===== src/rtl/sbafd_pkg.sv =====
// ----------------------------------------------------------------------------
// sbafd_pkg: shared definitions for the subband analysis decimator
// Field widths, fixed-point constants and the types passed between modules.
// ----------------------------------------------------------------------------
package sbafd_pkg;

    localparam int SAMPLE_W     = 24;
    localparam int TAP_W        = 16;
    localparam int COEF_W       = TAP_W + 1;
    localparam int OUT_W        = 24;
    localparam int NUM_TAP_REGS = 8;
    localparam int CFG_IDX_W    = 4;
    localparam int DEF_TAPS     = 8;
    localparam int MAX_RESULTS  = 4;
    localparam int QUEUE_DEPTH  = 2;
    localparam int ROUND_SHIFT  = 14;
    localparam int ROUND_BIAS   = 1 << (ROUND_SHIFT - 1);
    localparam int SAT_HI       = (2 ** (OUT_W - 1)) - 1;
    localparam int SAT_LO       = -(2 ** (OUT_W - 1));

    typedef logic signed [SAMPLE_W-1:0] t_sample;

    typedef struct packed {
        logic                 valid;
        logic [CFG_IDX_W-1:0] index;
        logic [TAP_W-1:0]     data;
    } t_cfg_wr;

endpackage


===== src/rtl/sbafd_queue.sv =====
// ----------------------------------------------------------------------------
// sbafd_queue: job queue between front and filter
// Small register FIFO; one push and one pop per cycle, head shown directly.
// ----------------------------------------------------------------------------
module sbafd_queue
    import sbafd_pkg::*;
#(
    parameter int WIDTH = 1,
    parameter int DEPTH = QUEUE_DEPTH
) (
    input  logic             i_clk,
    input  logic             i_rst_n,
    input  logic             i_push,
    input  logic [WIDTH-1:0] i_data,
    input  logic             i_pop,
    output logic             o_full,
    output logic             o_valid,
    output logic [WIDTH-1:0] o_data
);

    localparam int PTR_W = (DEPTH > 1) ? $clog2(DEPTH) : 1;
    localparam int CNT_W = $clog2(DEPTH + 1);

    logic [WIDTH-1:0] r_mem [DEPTH];
    logic [PTR_W-1:0] r_rd;
    logic [PTR_W-1:0] r_wr;
    logic [CNT_W-1:0] r_cnt;

    assign o_full  = (r_cnt == CNT_W'(DEPTH));
    assign o_valid = (r_cnt != '0);
    assign o_data  = r_mem[r_rd];

    always_ff @(posedge i_clk) begin
        if (i_push) begin
            r_mem[r_wr] <= i_data;
        end
    end

    always_ff @(posedge i_clk) begin
        if (!i_rst_n) begin
            r_rd  <= '0;
            r_wr  <= '0;
            r_cnt <= '0;
        end else begin
            if (i_push) begin
                r_wr <= (r_wr == PTR_W'(DEPTH - 1)) ? '0 : r_wr + 1'b1;
            end
            if (i_pop) begin
                r_rd <= (r_rd == PTR_W'(DEPTH - 1)) ? '0 : r_rd + 1'b1;
            end
            case ({i_push, i_pop})
                2'b10:   r_cnt <= r_cnt + 1'b1;
                2'b01:   r_cnt <= r_cnt - 1'b1;
                default: r_cnt <= r_cnt;
            endcase
        end
    end

    a_no_push_full: assert property (@(posedge i_clk) disable iff (!i_rst_n)
        i_push |-> (!o_full || i_pop))
        else $error("queue pushed while full");

endmodule


===== config.mk =====
export PLATFORM = sky130hd
export DESIGN_NAME = sbafd_queue
export DESIGN_NICKNAME = d
export VERILOG_FILES = /design/src/rtl/sbafd_pkg.sv /design/src/rtl/sbafd_queue.sv
export SDC_FILE = /design/constraint.sdc
export NUM_CORES = 1
export LEC_CHECK = 0
export BUFFER_PORTS_ARGS = -buffer_cell sky130_fd_sc_hd__buf_2
export CAP_MARGIN = 15
export CELL_PAD_IN_SITES_DETAIL_PLACEMENT = 0
export CELL_PAD_IN_SITES_GLOBAL_PLACEMENT = 1
export CORE_AREA = 2 2 39 41
export DETAILED_ROUTE_END_ITERATION = 12
export DIE_AREA = 0 0 41 43
export GPL_TIMING_DRIVEN = 1
export PLACE_DENSITY_LB_ADDON = 0.1
export SLEW_MARGIN = 40
export SYNTH_ARGS = -nofsm -noshare
export SYNTH_HDL_FRONTEND = slang
export SYNTH_SLANG_ARGS = --single-unit

===== constraint.sdc =====
create_clock -name i_clk -period 3.05 [get_ports i_clk]
set_clock_uncertainty 0.1 [all_clocks]
set_input_delay 0.1525 -clock i_clk [delete_from_list [all_inputs] [get_ports i_clk]]
set_output_delay 0.1525 -clock i_clk [all_outputs]
set_load 0.03 [all_outputs]

==> metrics <==
switching power total=0.00006098 W; setup slack at placement=1.745 ns; flip-flop and latch count after synthesis=7; Worst Reg2Reg Path Length in Cells=3; post-DR wirelength/cell=roughly 8.5 µm; end point of the critical path=o_data; Avg Synthesized Cell Area=11.61 µm²; clock input transition at the sequential cells of the worst setup and hold paths=0.05 ns; Resize count post-CTS=0; average vias per placed instance=~3.9; number of nets with antenna violations after routing=0; floorplan die width=41 µm; number of hold violations in the final report=0; Pleak=0.1671 nW; synthesized netlist net count=31; number of placement rows=14; count of non-filler cells in the finished layout=53; top cells by count, synth=sky130_fd_sc_hd__dfxtp_1, sky130_fd_sc_hd__and2_1, sky130_fd_sc_hd__edfxtp_1, sky130_fd_sc_hd__xnor2_1; first-pass iteration count of the detailed router=1; unique cell type count in the Yosys netlist=16; antenna cell count=0; via count=207; crit start category=flop; core area=between 1000 and 1500 µm²; final routed DRC violation total=0; number of H-tree levels=1; CTS tree=built; launch instance of the worst register-to-register path=r_cnt[0]$_SDFFE_PN0P_; RSZ-0062 raised after global routing=no; area added between synthesis and finish=31.47%; number of antenna violations at the first check in global routing=0; overall global routing resource usage=under 10%; maximum clock frequency=between 700 and 800 MHz; post-route clock period utilization=between 40% and 50%; final total negative setup slack=0 ns; largest net degree at the start of global routing=6; Die Height=around 43 µm; post-synthesis cell area=290.3 µm²; wire length of the first global-routing pass=876 µm; Post-Syn Instances=25; post-route design area=between 300 and 400 µm²; clock buffers created by TritonCTS=3; outcome=finished, final reports clean; most frequently used cell type in the post-synthesis netlist=sky130_fd_sc_hd__dfxtp_1; number of pins with negative max-slew slack in the final report=0; clk buf depth=2; share of final-layout standard cells stronger than drive strength 1=35.14%; Rel. slew slack=88.35%; DP Cell Count=48; number of max-cap violations=0; uppermost routed layer=met4; top-area cell type share of the netlist area=34.48%; highest net fanout along the worst path=1; total die area=1763 µm²; Reg-to-Reg End=r_cnt[1]$_SDFFE_PN0P_; total number of yosys warnings=0; number of DRC violations after detailed-routing iteration 0=0; Net Sw Frac=approximately 26%; largest cells by area after synthesis=sky130_fd_sc_hd__dfxtp_1, sky130_fd_sc_hd__edfxtp_1, sky130_fd_sc_hd__and2_1, sky130_fd_sc_hd__xnor2_1, sky130_fd_sc_hd__ha_1; classification of the worst setup path=flop to output pin; library cell occupying the most area in the post-synthesis netlist=sky130_fd_sc_hd__dfxtp_1; total length of routed wires=452 µm; detailed placement HPWL=361.8 µm; share of flip-flops with an asynchronous set or reset after synthesis=0%; WL met1=184 µm; FF-to-FF setup slack=1.94 ns; number of enable flip-flop cells after synthesis=2; cell internal power dissipation=0.0001773 W; arrival time at the worst endpoint=1.06 ns; worst vdd ir=0.2982 mV; via count of the first global-routing pass=230; predominant post-synthesis flop cell=sky130_fd_sc_hd__dfxtp_1; minimum period implied by the final worst setup slack=1.308 ns; logic gate share of total power=19.9%; aggregate global routing overflow=0; met2 wirelength from detailed routing=227 µm; instance area at placement=345.3 µm²; Hold WC Path Type=input pin to flop; weighted congestion at the end of routability-driven global placement=roughly 0.6; total clock sinks=7; number of setup violations in the final report=0; Clk Latency, worst-skew pair=0.24 ns; post-route worst setup slack=1.742 ns; I/O pins=8; number of input and output port buffers inserted=7; sequential element share of the synthesized area=55.17%; root buffer cell=sky130_fd_sc_hd__clkbuf_4; required time of the critical path=2.80 ns; areal power density over the cells=624.4 nW/µm²; detailed-routed wire length on met3=31 µm; measured slew at the worst slew-check pin=0.1735 ns; Flop pwr share=46.4%; number of filler cells placed in the layout=about 150; clock share of power=33.7%; net count of the finished layout=44; initial standard-cell utilization of the core=about a fifth; crit end category=output pin
-- logic make-up (layout without fill, tap and decap cells) --
family | count (synthesis) | count (layout) | synth area share, %
buf+inv | 1 | 13 | 1.292
simple gates | 9 | 9 | 19.40
xor+xnor | 3 | 3 | 9.053
mux | 1 | 1 | 3.879
fa+ha+maj | 1 | 1 | 4.310
compound gates | 3 | 3 | 6.897
flops | 7 | 7 | 55.17
-- how the worst min path moves through the flow --
stage / from / endpoint / slack, ns / depth (start not counted)
floorplan: i_data / r_mem[0]$_DFFE_PP_ / 0.15 / 0
global placement: i_data / r_mem[1]$_DFFE_PP_ / 0.24 / 1
detailed placement: i_data / r_mem[0]$_DFFE_PP_ / 0.25 / 1
CTS: i_rst_n / r_rd$_SDFFE_PN0P_ / 0.06 / 2
global route: i_rst_n / r_wr$_SDFFE_PN0P_ / 0.08 / 2
finish: i_rst_n / flop / 0.07 / 2
-- critical path: stages, from the launching register on --
cell,delay [ns]
sky130_fd_sc_hd__dfxtp_1,0.31
sky130_fd_sc_hd__mux2_2,0.32
sky130_fd_sc_hd__buf_2,0.18
-- cells in the final DEF (no fill, tap or decap), drive strengths merged --
cell,netlist,layout
o21a,1,1
dfxtp,5,5
a21boi,1,1
nor2b,1,1
or3,1,1
and2b,1,1
dlygate4sd3,0,1
and2,4,4
o21ai,1,1
mux2,1,1
xor2,1,1
xnor2,2,2
clkbuf,0,4
buf,0,7
ha,1,1
inv,1,1
nor2,1,1
or2,1,1
edfxtp,2,2
-- metal layers --
metal	GRT usage [%]	up-vias
met5	0	-
met4	6.000	0
met3	6.283	2
met2	10.94	7
met1	7.792	92
li1	-	106
-- metrics by stage --
stage / total power [W] / utilization (%) / hold slack, ns
floorplan: 0.0001466 / - / 0.1514
global placement: 0.0001580 / 24.95 / 0.2421
detailed placement: 0.0001593 / 24.95 / 0.2489
CTS: 0.0002443 / 27.58 / 0.05944
global route: 0.0002592 / 27.58 / 0.08327
finish: 0.0002383 / 27.58 / 0.06687
-- cell type report --
cell class / instances / area [µm²] / share of cell area, %
flip-flops and latches: 7 / 160.2 / 41.97
multi-input cells: 17 / 126.4 / 33.11
repair buffers: 8 / 45.04 / 11.80
clock buffers: 4 / 26.28 / 6.885
well taps: 16 / 20.02 / 5.246
inverters: 1 / 3.754 / 0.9836
-- power by group through the flow --
stage | sequential, W | combinational [W] | clock, W
floorplan | 0.000111 | 0.0000355 | 0
global placement | 0.000112 | 0.0000461 | 0
detailed placement | 0.000113 | 0.0000468 | 0
CTS | 0.000111 | 0.0000480 | 0.0000857
global route | 0.000112 | 0.0000531 | 0.0000943
finish | 0.000111 | 0.0000474 | 0.0000803
-- repair_timing --
item,CTS,global route
hold buffers,1,0
hold endpoints to repair,2,0
setup buffers,0,0
Power figures use the tool's default switching activity.
