File: config.mk
export PLATFORM = sky130hd
export DESIGN_NAME = sbafd_front
export DESIGN_NICKNAME = d
export VERILOG_FILES = /design/src/rtl/sbafd_pkg.sv /design/src/rtl/sbafd_front.sv
export SDC_FILE = /design/constraint.sdc
export NUM_CORES = 1
export LEC_CHECK = 0
export ABC_CLOCK_PERIOD_IN_PS = 5400
export BUFFER_PORTS_ARGS = -buffer_cell sky130_fd_sc_hd__buf_2
export CELL_PAD_IN_SITES_DETAIL_PLACEMENT = 0
export CELL_PAD_IN_SITES_GLOBAL_PLACEMENT = 1
export CORE_MARGIN = 5
export CORE_UTILIZATION = 33
export CTS_CLUSTER_DIAMETER = 40
export DETAILED_ROUTE_END_ITERATION = 8
export GPL_TIMING_DRIVEN = 1
export PLACE_DENSITY_LB_ADDON = 0.1
export SYNTH_ARGS = -nofsm -noshare
export SYNTH_HDL_FRONTEND = slang
export SYNTH_SLANG_ARGS = --single-unit
export TNS_END_PERCENT = 30
File: constraint.sdc
create_clock -name i_clk -period 5.4 [get_ports i_clk]
set_input_delay 0.27 -clock i_clk [delete_from_list [all_inputs] [get_ports i_clk]]
set_output_delay 0.27 -clock i_clk [all_outputs]
set_load 0.005 [all_outputs]
File: src/rtl/sbafd_pkg.sv
// ----------------------------------------------------------------------------
// sbafd_pkg: shared definitions for the subband analysis decimator
// Field widths, fixed-point constants and the types passed between modules.
// ----------------------------------------------------------------------------
package sbafd_pkg;

    localparam int SAMPLE_W     = 24;
    localparam int TAP_W        = 16;
    localparam int COEF_W       = TAP_W + 1;
    localparam int OUT_W        = 24;
    localparam int NUM_TAP_REGS = 8;
    localparam int CFG_IDX_W    = 4;
    localparam int DEF_TAPS     = 8;
    localparam int MAX_RESULTS  = 4;
    localparam int QUEUE_DEPTH  = 2;
    localparam int ROUND_SHIFT  = 14;
    localparam int ROUND_BIAS   = 1 << (ROUND_SHIFT - 1);
    localparam int SAT_HI       = (2 ** (OUT_W - 1)) - 1;
    localparam int SAT_LO       = -(2 ** (OUT_W - 1));

    typedef logic signed [SAMPLE_W-1:0] t_sample;

    typedef struct packed {
        logic                 valid;
        logic [CFG_IDX_W-1:0] index;
        logic [TAP_W-1:0]     data;
    } t_cfg_wr;

endpackage

File: src/rtl/sbafd_front.sv
// ----------------------------------------------------------------------------
// sbafd_front: line window and job issue
// Collects the line left-justified, issues one filter job per even output
// position and walks the pending positions at the end of a line.
// ----------------------------------------------------------------------------
module sbafd_front
    import sbafd_pkg::*;
#(
    parameter int TAPS = DEF_TAPS
) (
    input  logic                          i_clk,
    input  logic                          i_rst_n,
    input  logic                          i_in_valid,
    output logic                          o_in_stall,
    input  t_sample                       i_sample,
    input  logic                          i_line_end,
    input  logic                          i_q_full,
    output logic                          o_push,
    output logic [TAPS*SAMPLE_W:0]        o_job
);

    localparam int JOB_W       = TAPS * SAMPLE_W + 1;
    localparam int FILL_W      = $clog2(TAPS + 1);
    localparam int REM_W       = $clog2(MAX_RESULTS + 1);
    localparam int CNT_W       = (FILL_W > REM_W) ? FILL_W : REM_W;
    localparam logic TAPS_M1_ODD = 1'((TAPS - 1) % 2);

    typedef enum logic {
        ST_RUN,
        ST_FLUSH
    } t_state;

    t_state            r_state;
    t_sample           r_win [TAPS];
    logic [FILL_W-1:0] r_fill;
    logic              r_par;
    logic [REM_W-1:0]  r_rem;

    t_sample           w_ins     [TAPS];
    t_sample           w_al      [TAPS];
    t_sample           w_al_sh2  [TAPS];
    t_sample           w_win_sh2 [TAPS];
    t_sample           w_job_win [TAPS];
    logic              w_job_last;
    logic              w_full;
    logic [FILL_W-1:0] w_fill_new;
    logic              w_q0_odd;
    logic [CNT_W-1:0]  w_pend;
    logic [CNT_W-1:0]  w_jobs;
    logic [CNT_W-1:0]  w_cap;
    logic              w_accept;

    assign o_in_stall = (r_state == ST_FLUSH) || i_q_full;
    assign w_accept   = i_in_valid && !o_in_stall;

    always_comb begin
        w_full = (r_fill == FILL_W'(TAPS));
        for (int w = 0; w < TAPS; w++) begin
            if (w_full) begin
                w_ins[w] = (w < TAPS - 1) ? r_win[(w + 1) % TAPS] : i_sample;
            end else begin
                w_ins[w] = (FILL_W'(w) == r_fill) ? i_sample : r_win[w];
            end
        end
        w_fill_new = w_full ? r_fill : r_fill + 1'b1;
        w_q0_odd   = w_full && (r_par ^ TAPS_M1_ODD);
        for (int w = 0; w < TAPS; w++) begin
            if (w_q0_odd) begin
                w_al[w] = (w < TAPS - 1) ? w_ins[(w + 1) % TAPS] : '0;
            end else begin
                w_al[w] = w_ins[w];
            end
        end
        for (int w = 0; w < TAPS; w++) begin
            w_al_sh2[w]  = (w < TAPS - 2) ? w_al[(w + 2) % TAPS] : '0;
            w_win_sh2[w] = (w < TAPS - 2) ? r_win[(w + 2) % TAPS] : '0;
        end
        w_pend = CNT_W'(w_fill_new) - CNT_W'(1) - CNT_W'(w_q0_odd);
        w_jobs = (w_pend + CNT_W'(1)) >> 1;
        w_cap  = (w_jobs > CNT_W'(MAX_RESULTS)) ? CNT_W'(MAX_RESULTS) : w_jobs;

        o_push     = 1'b0;
        w_job_last = 1'b0;
        w_job_win  = w_ins;
        unique case (r_state)
            ST_RUN: begin
                if (w_accept) begin
                    if (i_line_end) begin
                        o_push     = (w_cap != '0);
                        w_job_last = (w_cap == CNT_W'(1));
                        w_job_win  = w_al;
                    end else begin
                        o_push = (w_fill_new == FILL_W'(TAPS)) && !w_q0_odd;
                    end
                end
            end
            ST_FLUSH: begin
                o_push     = !i_q_full;
                w_job_last = (r_rem == REM_W'(1));
                w_job_win  = r_win;
            end
            default: begin
                o_push = 1'b0;
            end
        endcase

        for (int w = 0; w < TAPS; w++) begin
            o_job[w*SAMPLE_W +: SAMPLE_W] = w_job_win[w];
        end
        o_job[JOB_W-1] = w_job_last;
    end

    always_ff @(posedge i_clk) begin
        if (!i_rst_n) begin
            r_state <= ST_RUN;
            r_fill  <= '0;
            r_par   <= 1'b0;
            r_rem   <= '0;
            for (int w = 0; w < TAPS; w++) begin
                r_win[w] <= '0;
            end
        end else begin
            unique case (r_state)
                ST_RUN: begin
                    if (w_accept) begin
                        if (i_line_end) begin
                            r_fill <= '0;
                            r_par  <= 1'b0;
                            if (w_cap > CNT_W'(1)) begin
                                r_state <= ST_FLUSH;
                                r_win   <= w_al_sh2;
                                r_rem   <= REM_W'(w_cap - CNT_W'(1));
                            end else begin
                                for (int w = 0; w < TAPS; w++) begin
                                    r_win[w] <= '0;
                                end
                            end
                        end else begin
                            r_win  <= w_ins;
                            r_fill <= w_fill_new;
                            r_par  <= ~r_par;
                        end
                    end
                end
                ST_FLUSH: begin
                    if (!i_q_full) begin
                        r_rem <= r_rem - 1'b1;
                        if (r_rem == REM_W'(1)) begin
                            r_state <= ST_RUN;
                            for (int w = 0; w < TAPS; w++) begin
                                r_win[w] <= '0;
                            end
                        end else begin
                            r_win <= w_win_sh2;
                        end
                    end
                end
                default: begin
                    r_state <= ST_RUN;
                end
            endcase
        end
    end

    a_flush_has_work: assert property (@(posedge i_clk) disable iff (!i_rst_n)
        (r_state == ST_FLUSH) |-> (r_rem != '0))
        else $error("flush with no pending job");

    a_line_restart: assert property (@(posedge i_clk) disable iff (!i_rst_n)
        (w_accept && i_line_end) |=> ((r_fill == '0) && !r_par))
        else $error("line state not cleared after line end");

endmodule

==> results.json, run 1 <==
{
  "worstPathCellList": "nor3b_1 -> and2_4 -> nand2_2 -> buf_4 -> nand2_2 -> buf_4 -> o221ai_1 -> buf_2",
  "dp_cells": 3516,
  "ff2ff_path_depth": 6,
  "ant_nets": 0,
  "finalClockSkew_ns": 0.0212,
  "leakage_uw": 0.00840,
  "drtIter0Drc": 2859,
  "first_global_vias": 21900,
  "crit_buf_inv": 3,
  "vias": 24100,
  "fp.dieH_um": 256,
  "drt_wl_total_um": 105000,
  "hpwl_um": 66700,
  "cts_setup_buffers": 0,
  "p_switching_uw": 1840,
  "grt_max_degree": 146,
  "status": "finished clean",
  "power_frac_seq_pct": 26.4,
  "nNetsFinal": 2836,
  "viasPerCell": 6.62,
  "period_needed_ns": 4.43,
  "finalHoldViolCount": 0,
  "hp-class": "in2reg",
  "netSwitchingFraction_pct": 28.5,
  "instances_no_fill": 3634,
  "final.setup.tns_ns": 0,
  "syn_nets": 2896,
  "clock_latency_ns": 0.63,
  "endpoint_kind": "primary output",
  "io_pins": 224,
  "final_area_sq_um": 23200,
  "relSlewSlack_pct": 27.2,
  "synth_warnings": 0,
  "path_clk_slew_ns": 0.05,
  "die_w_um": 256,
  "cts_made_buffers": 61,
  "routedWlPerCell_um": 28.9,
  "grt_usage_pct": 30.0,
  "fmax_mhz": 226,
  "syn_area_sq_um": 19900,
  "grt_antenna_before_repair": 2,
  "setup-violations-final": 0,
  "pwr_density_cell_nw_per_um2": 278,
  "post-route-util_pct": 38.7,
  "ir_drop_mv": 0.260,
  "gp_congestion": 0.891,
  "cts_tree": "built",
  "critPathKind": "reg2out",
  "grt_pass1_wl_um": 154000,
  "netlist_instances": 2857,
  "clock-sinks": 201,
  "synth_edf_count": 0,
  "drive_gt1_share_pct": 19.0,
  "fin_crit_sh_pct": 82.1,
  "synth_ff_type": "dfxtp_1",
  "htreeDepth": 2,
  "dpl_cell_area_sq_um": 21000,
  "rows": 90,
  "async_flop_share_pct": 0,
  "hold_buffers": 0,
  "post_cts_resized": 0,
  "worst_pin_slew_ns": 1.09,
  "hold_slack_ns": 0.0362,
  "comb_power_share_pct": 12.9,
  "cts_root_buf": "clkbuf_16",
  "rsz0062_at_grt": "false",
  "drc_errors": 0,
  "cts_buffer_depth": 3,
  "max_stage_delay_ns": 0.66,
  "r2r_slack_ns": 1.73,
  "final_common_cell": "nor2_1",
  "crit_arrival_ns": 4.16,
  "dr.pass1.iters": 6,
  "ys_ff_latch": 201,
  "drv_cap": 0,
  "p_clk_share_pct": 60.7,
  "dieArea_sq_um": 65300,
  "layout_common_cells": "nor2_1 (310), nand2_1 (301), a21oi_1 (273)",
  "power.internal_uw": 4620,
  "grt_overflow_total": 0,
  "avgSynthCellArea_sq_um": 6.97,
  "crit_fanout": 49,
  "cp.required_ns": 5.13,
  "crit_slowest_cell": "nand2_2",
  "start_kind": "flop",
  "io_buffer_count": 223,
  "path_depth": 8,
  "syn2layout_area_growth_pct": 16.7,
  "hold_depth": 3,
  "initial_utilization_pct": 33.2,
  "crit_family": "simple AND/OR/NAND/NOR gates",
  "ys_types": 72,
  "fill_cells": 6307,
  "core-area_sq_um": 60000,
  "slew_violations": 0,
  "seq_area_frac_synth_pct": 20.2
}
## power by group through the flow
stage          Sequential [uW]  Clock, uW  Combinational, uW
6_report                  1700       3920                836
5_1_grt                   1710       4040                897
4_1_cts                   1690       3970                823
3_5_place_dp              1720          0                819
3_3_place_gp              1710          0                814
2_1_floorplan             1640          0                549
## synth_stat cells (36+ instances only)
library cell | n | area share (%)
a211oi_1 | 63 | 2.4
a21oi_1 | 274 | 6.9
a22oi_1 | 49 | 1.8
a31oi_1 | 52 | 1.6
buf_1 | 41 | 0.77
buf_2 | 73 | 1.8
clkbuf_1 | 265 | 5.0
dfxtp_1 | 201 | 20
mux2i_1 | 75 | 3.8
nand2_1 | 303 | 5.7
nor2_1 | 315 | 5.9
nor3_1 | 75 | 1.9
nor4_1 | 36 | 1.1
o21ai_0 | 214 | 5.4
o21ai_1 | 44 | 1.1
o221a_2 | 39 | 2.2
o221ai_1 | 83 | 3.7
o22ai_1 | 84 | 2.6
## per-layer routing
layer  wire length, um  up-vias  track usage, %
met4              2460        0            7.63
met1             49600    11800            46.4
met5                 0        -          0.0731
li1                  -    10700               -
met2             42200     1400            41.5
met3             10800      142            6.83
## cell families (layout without fill, tap and decap cells)
kind of cell	after synthesis	in the layout	share of synthesized area [%]
multiplexers	99	99	5.13
adder cells (fa/ha/maj)	10	10	0.629
AO/OA/AOI/OAI	1198	1198	42.9
buffers and inverters	410	402	8.68
XOR/XNOR	4	4	0.214
AND/OR/NAND/NOR	935	935	22.3
flip-flops	201	201	20.2
other	0	3	0
## sequential cells by signal, summed over array words and instances, names as in the netlist
register and cells:
r_win 192, r_fill 4, r_rem 3, r_par 1
r_state 1
## final timing paths
path / startpoint / to
setup / recovery: r_state / o_job[25]
hold / removal: i_q_full / r_state
setup reg to reg: r_fill[2] / r_win[80]
hold reg to reg: r_rem[1] / r_rem[1]
## through the flow
stage	setup WS (ns)	total power, uW
global placement	1.69	2530
finish	0.967	6460
detailed placement	1.66	2540
floorplan	2.14	2190
global route	0.859	6640
CTS	0.996	6480
## final cells by class
type	count	area (sq um)	share of cell area [%]
antenna	3	7.51	0.0323
multi-input combinational	2246	14300	61.5
timing repair buffer	276	1640	7.07
clock inverter	27	395	1.70
inverter	11	41.3	0.178
tap	782	978	4.21
sequential	201	4040	17.4
clock buffer	88	1830	7.88
## tightest hold or removal path, cell delays in order
cell and delay [ns]:
buf_2 0.13, o21ai_0 0.09, a21oi_1 0.12
Power figures use the tool's default switching activity.
==> run 2: changes to the inputs <==
- ABC_CLOCK_PERIOD_IN_PS: 5400 -> 4100
- clock period: 5.4 -> 4.1 ns (I/O delays scaled with it)
==> results.json, run 2 (synthesis results as in run 1) <==
{
  "status": "finished clean",
  "worst_pin_slew_ns": 1.12,
  "total_power_uw": 7970,
  "p_switching_uw": 2330,
  "cpMostUsedCell": "a21oi_1",
  "hold_depth": 5,
  "netSwitchingFraction_pct": 29.2,
  "critPathKind": "reg2out",
  "drc_errors": 0,
  "cts_made_buffers": 56,
  "cts_root_buf": "clkbuf_16",
  "crit_family": "compound AO/OA/AOI/OAI gates",
  "hpwl_um": 68200,
  "syn2layout_area_growth_pct": 16.5,
  "nNetsFinal": 2860,
  "cp.required_ns": 3.89,
  "slew_violations": 0,
  "drv_cap": 0,
  "fin_crit_sh_pct": 98.2,
  "initial_utilization_pct": 33.2,
  "dr.pass1.iters": 6,
  "ff2ff_path_depth": 10,
  "cts_setup_buffers": 0,
  "endpoint_kind": "primary output",
  "fmax_mhz": 248,
  "dpl_cell_area_sq_um": 21200,
  "crit_slowest_cell": "or3b_2",
  "io_buffer_count": 223,
  "drtIter0Drc": 2945,
  "die_w_um": 256,
  "regMostFlops": "r_win",
  "ant_nets": 0,
  "holdPathEnd": "r_win[24]",
  "gp_congestion": 0.886,
  "path_clk_slew_ns": 0.05,
  "rsz0062_at_grt": "false",
  "layout_common_cells": "nor2_1 (310), nand2_1 (301), a21oi_1 (273)",
  "vias": 23900,
  "grt_max_degree": 123,
  "rows": 90,
  "finalClockSkew_ns": 0.0189,
  "comb_power_share_pct": 14.0,
  "clock-sinks": 201,
  "grt_pass1_wl_um": 153000,
  "pwr_density_cell_nw_per_um2": 344,
  "pre_cts_slack_ns": 0.788,
  "power_frac_seq_pct": 27.9,
  "period_needed_ns": 4.03,
  "routedWlPerCell_um": 28.4,
  "crit_fanout": 55,
  "htreeDepth": 2,
  "final_common_cell": "nor2_1",
  "start_kind": "flop",
  "grt_antenna_before_repair": 4,
  "crit_arrival_ns": 3.82,
  "core-area_sq_um": 60000,
  "hp-class": "in2reg",
  "crit_buf_inv": 2,
  "r2r_slack_ns": 0.75,
  "final.setup.tns_ns": 0,
  "viasPerCell": 6.56,
  "clock_latency_ns": 0.61,
  "r2r_start": "r_fill[0]",
  "io_pins": 224,
  "dieArea_sq_um": 65300,
  "finalHoldViolCount": 0,
  "r2r_end": "r_win[73]",
  "cts_tree": "built",
  "fp.dieH_um": 256,
  "first_global_vias": 21700,
  "grt_usage_pct": 29.7,
  "power.internal_uw": 5640,
  "p_clk_share_pct": 58.1,
  "setup_ws_ns": 0.0742,
  "drt_wl_total_um": 104000,
  "largest_reg_flops": 192,
  "cts_buffer_depth": 3,
  "max_stage_delay_ns": 0.86,
  "setup-violations-final": 0,
  "grt_overflow_total": 0,
  "worstPathCellList": "or3b_2 -> buf_4 -> a211oi_4 -> a21oi_1 -> a21oi_1 -> o21ai_1 -> buf_2",
  "ir_drop_mv": 0.345,
  "leakage_uw": 0.00840,
  "min-delay-start": "i_sample[0]",
  "relSlewSlack_pct": 25.1,
  "final_area_sq_um": 23200,
  "reg.largest.list": "r_win (192), r_fill (4), r_rem (3)",
  "drive_gt1_share_pct": 19.5
}
[run 2: changes by cell type in the layout (fill, tap and decap cells not counted), moves of 2 or more]
cell and delta:
clkinv_2 -2, clkinv_4 +4, buf_12 +2, nor2_2 +2, buf_4 +26, clkbuf_8 -11, clkbuf_16 -4, nor2_4 -2
inv_6 +2
[run 2: how the worst max path moves through the flow]
stage,to,slack (ns),startpoint,cells after the start
2_1_floorplan,r_rem[2],0.84,r_fill[0],16
3_3_place_gp,o_job[95],0.78,r_fill[2],7
3_5_place_dp,o_job[95],0.79,r_fill[2],7
4_1_cts,o_push,0.13,r_fill[0],11
5_1_grt,o_job[104],0.002,r_fill[2],8
6_report,o_job[95],0.07,r_fill[2],7
[run 2: cell type report]
class / instances / area, sq um
inverters: 11 / 41.3
well taps: 782 / 978
repair buffers: 305 / 1890
multi-input cells: 2246 / 14300
clock buffers: 72 / 1580
diodes: 3 / 7.51
fillers: 6292 / 36800
flip-flops and latches: 201 / 4040
clock inverters: 28 / 373
[run 2: what timing repair did]
item,CTS,global route
endpoints found under the setup margin,0,1
hold buffers,1,0
endpoints found under the hold margin,1,0
resized for setup,0,2
[run 2: through the flow]
stage | cells | util [%] | hold WS (ns)
6_report | 3648 | 38.6 | 0.199
5_1_grt | 3646 | 38.6 | 0.240
4_1_cts | 3645 | 38.6 | 0.170
3_5_place_dp | 3544 | 35.3 | 0.461
3_3_place_gp | 3544 | 35.3 | 0.451
2_1_floorplan | 2857 | - | 0.422
[run 2: routing by layer]
metal,GRT usage [%],up-vias,share of wire (%)
met5,0,-,0.025
li1,-,10800,-
met4,6.01,4,1.9
met2,40.3,1383,40
met3,8.68,135,11
met1,45.9,11600,47
[run 2: power by group through the flow]
| stage | Combinational (uW) | Sequential (uW) | Clock [uW] |
|---|---|---|---|
| after floorplan | 723 | 2160 | 0 |
| after global placement | 1080 | 2250 | 0 |
| after detailed placement | 1090 | 2250 | 0 |
| after CTS | 1090 | 2210 | 4680 |
| after global routing | 1200 | 2240 | 4780 |
| final | 1110 | 2230 | 4630 |
[run 2: worst min-delay path, cell delays in order]
cell and delay (ns):
buf_2 0.18, nand2_1 0.08, a31oi_1 0.09, a22oi_1 0.15, nor2_1 0.05
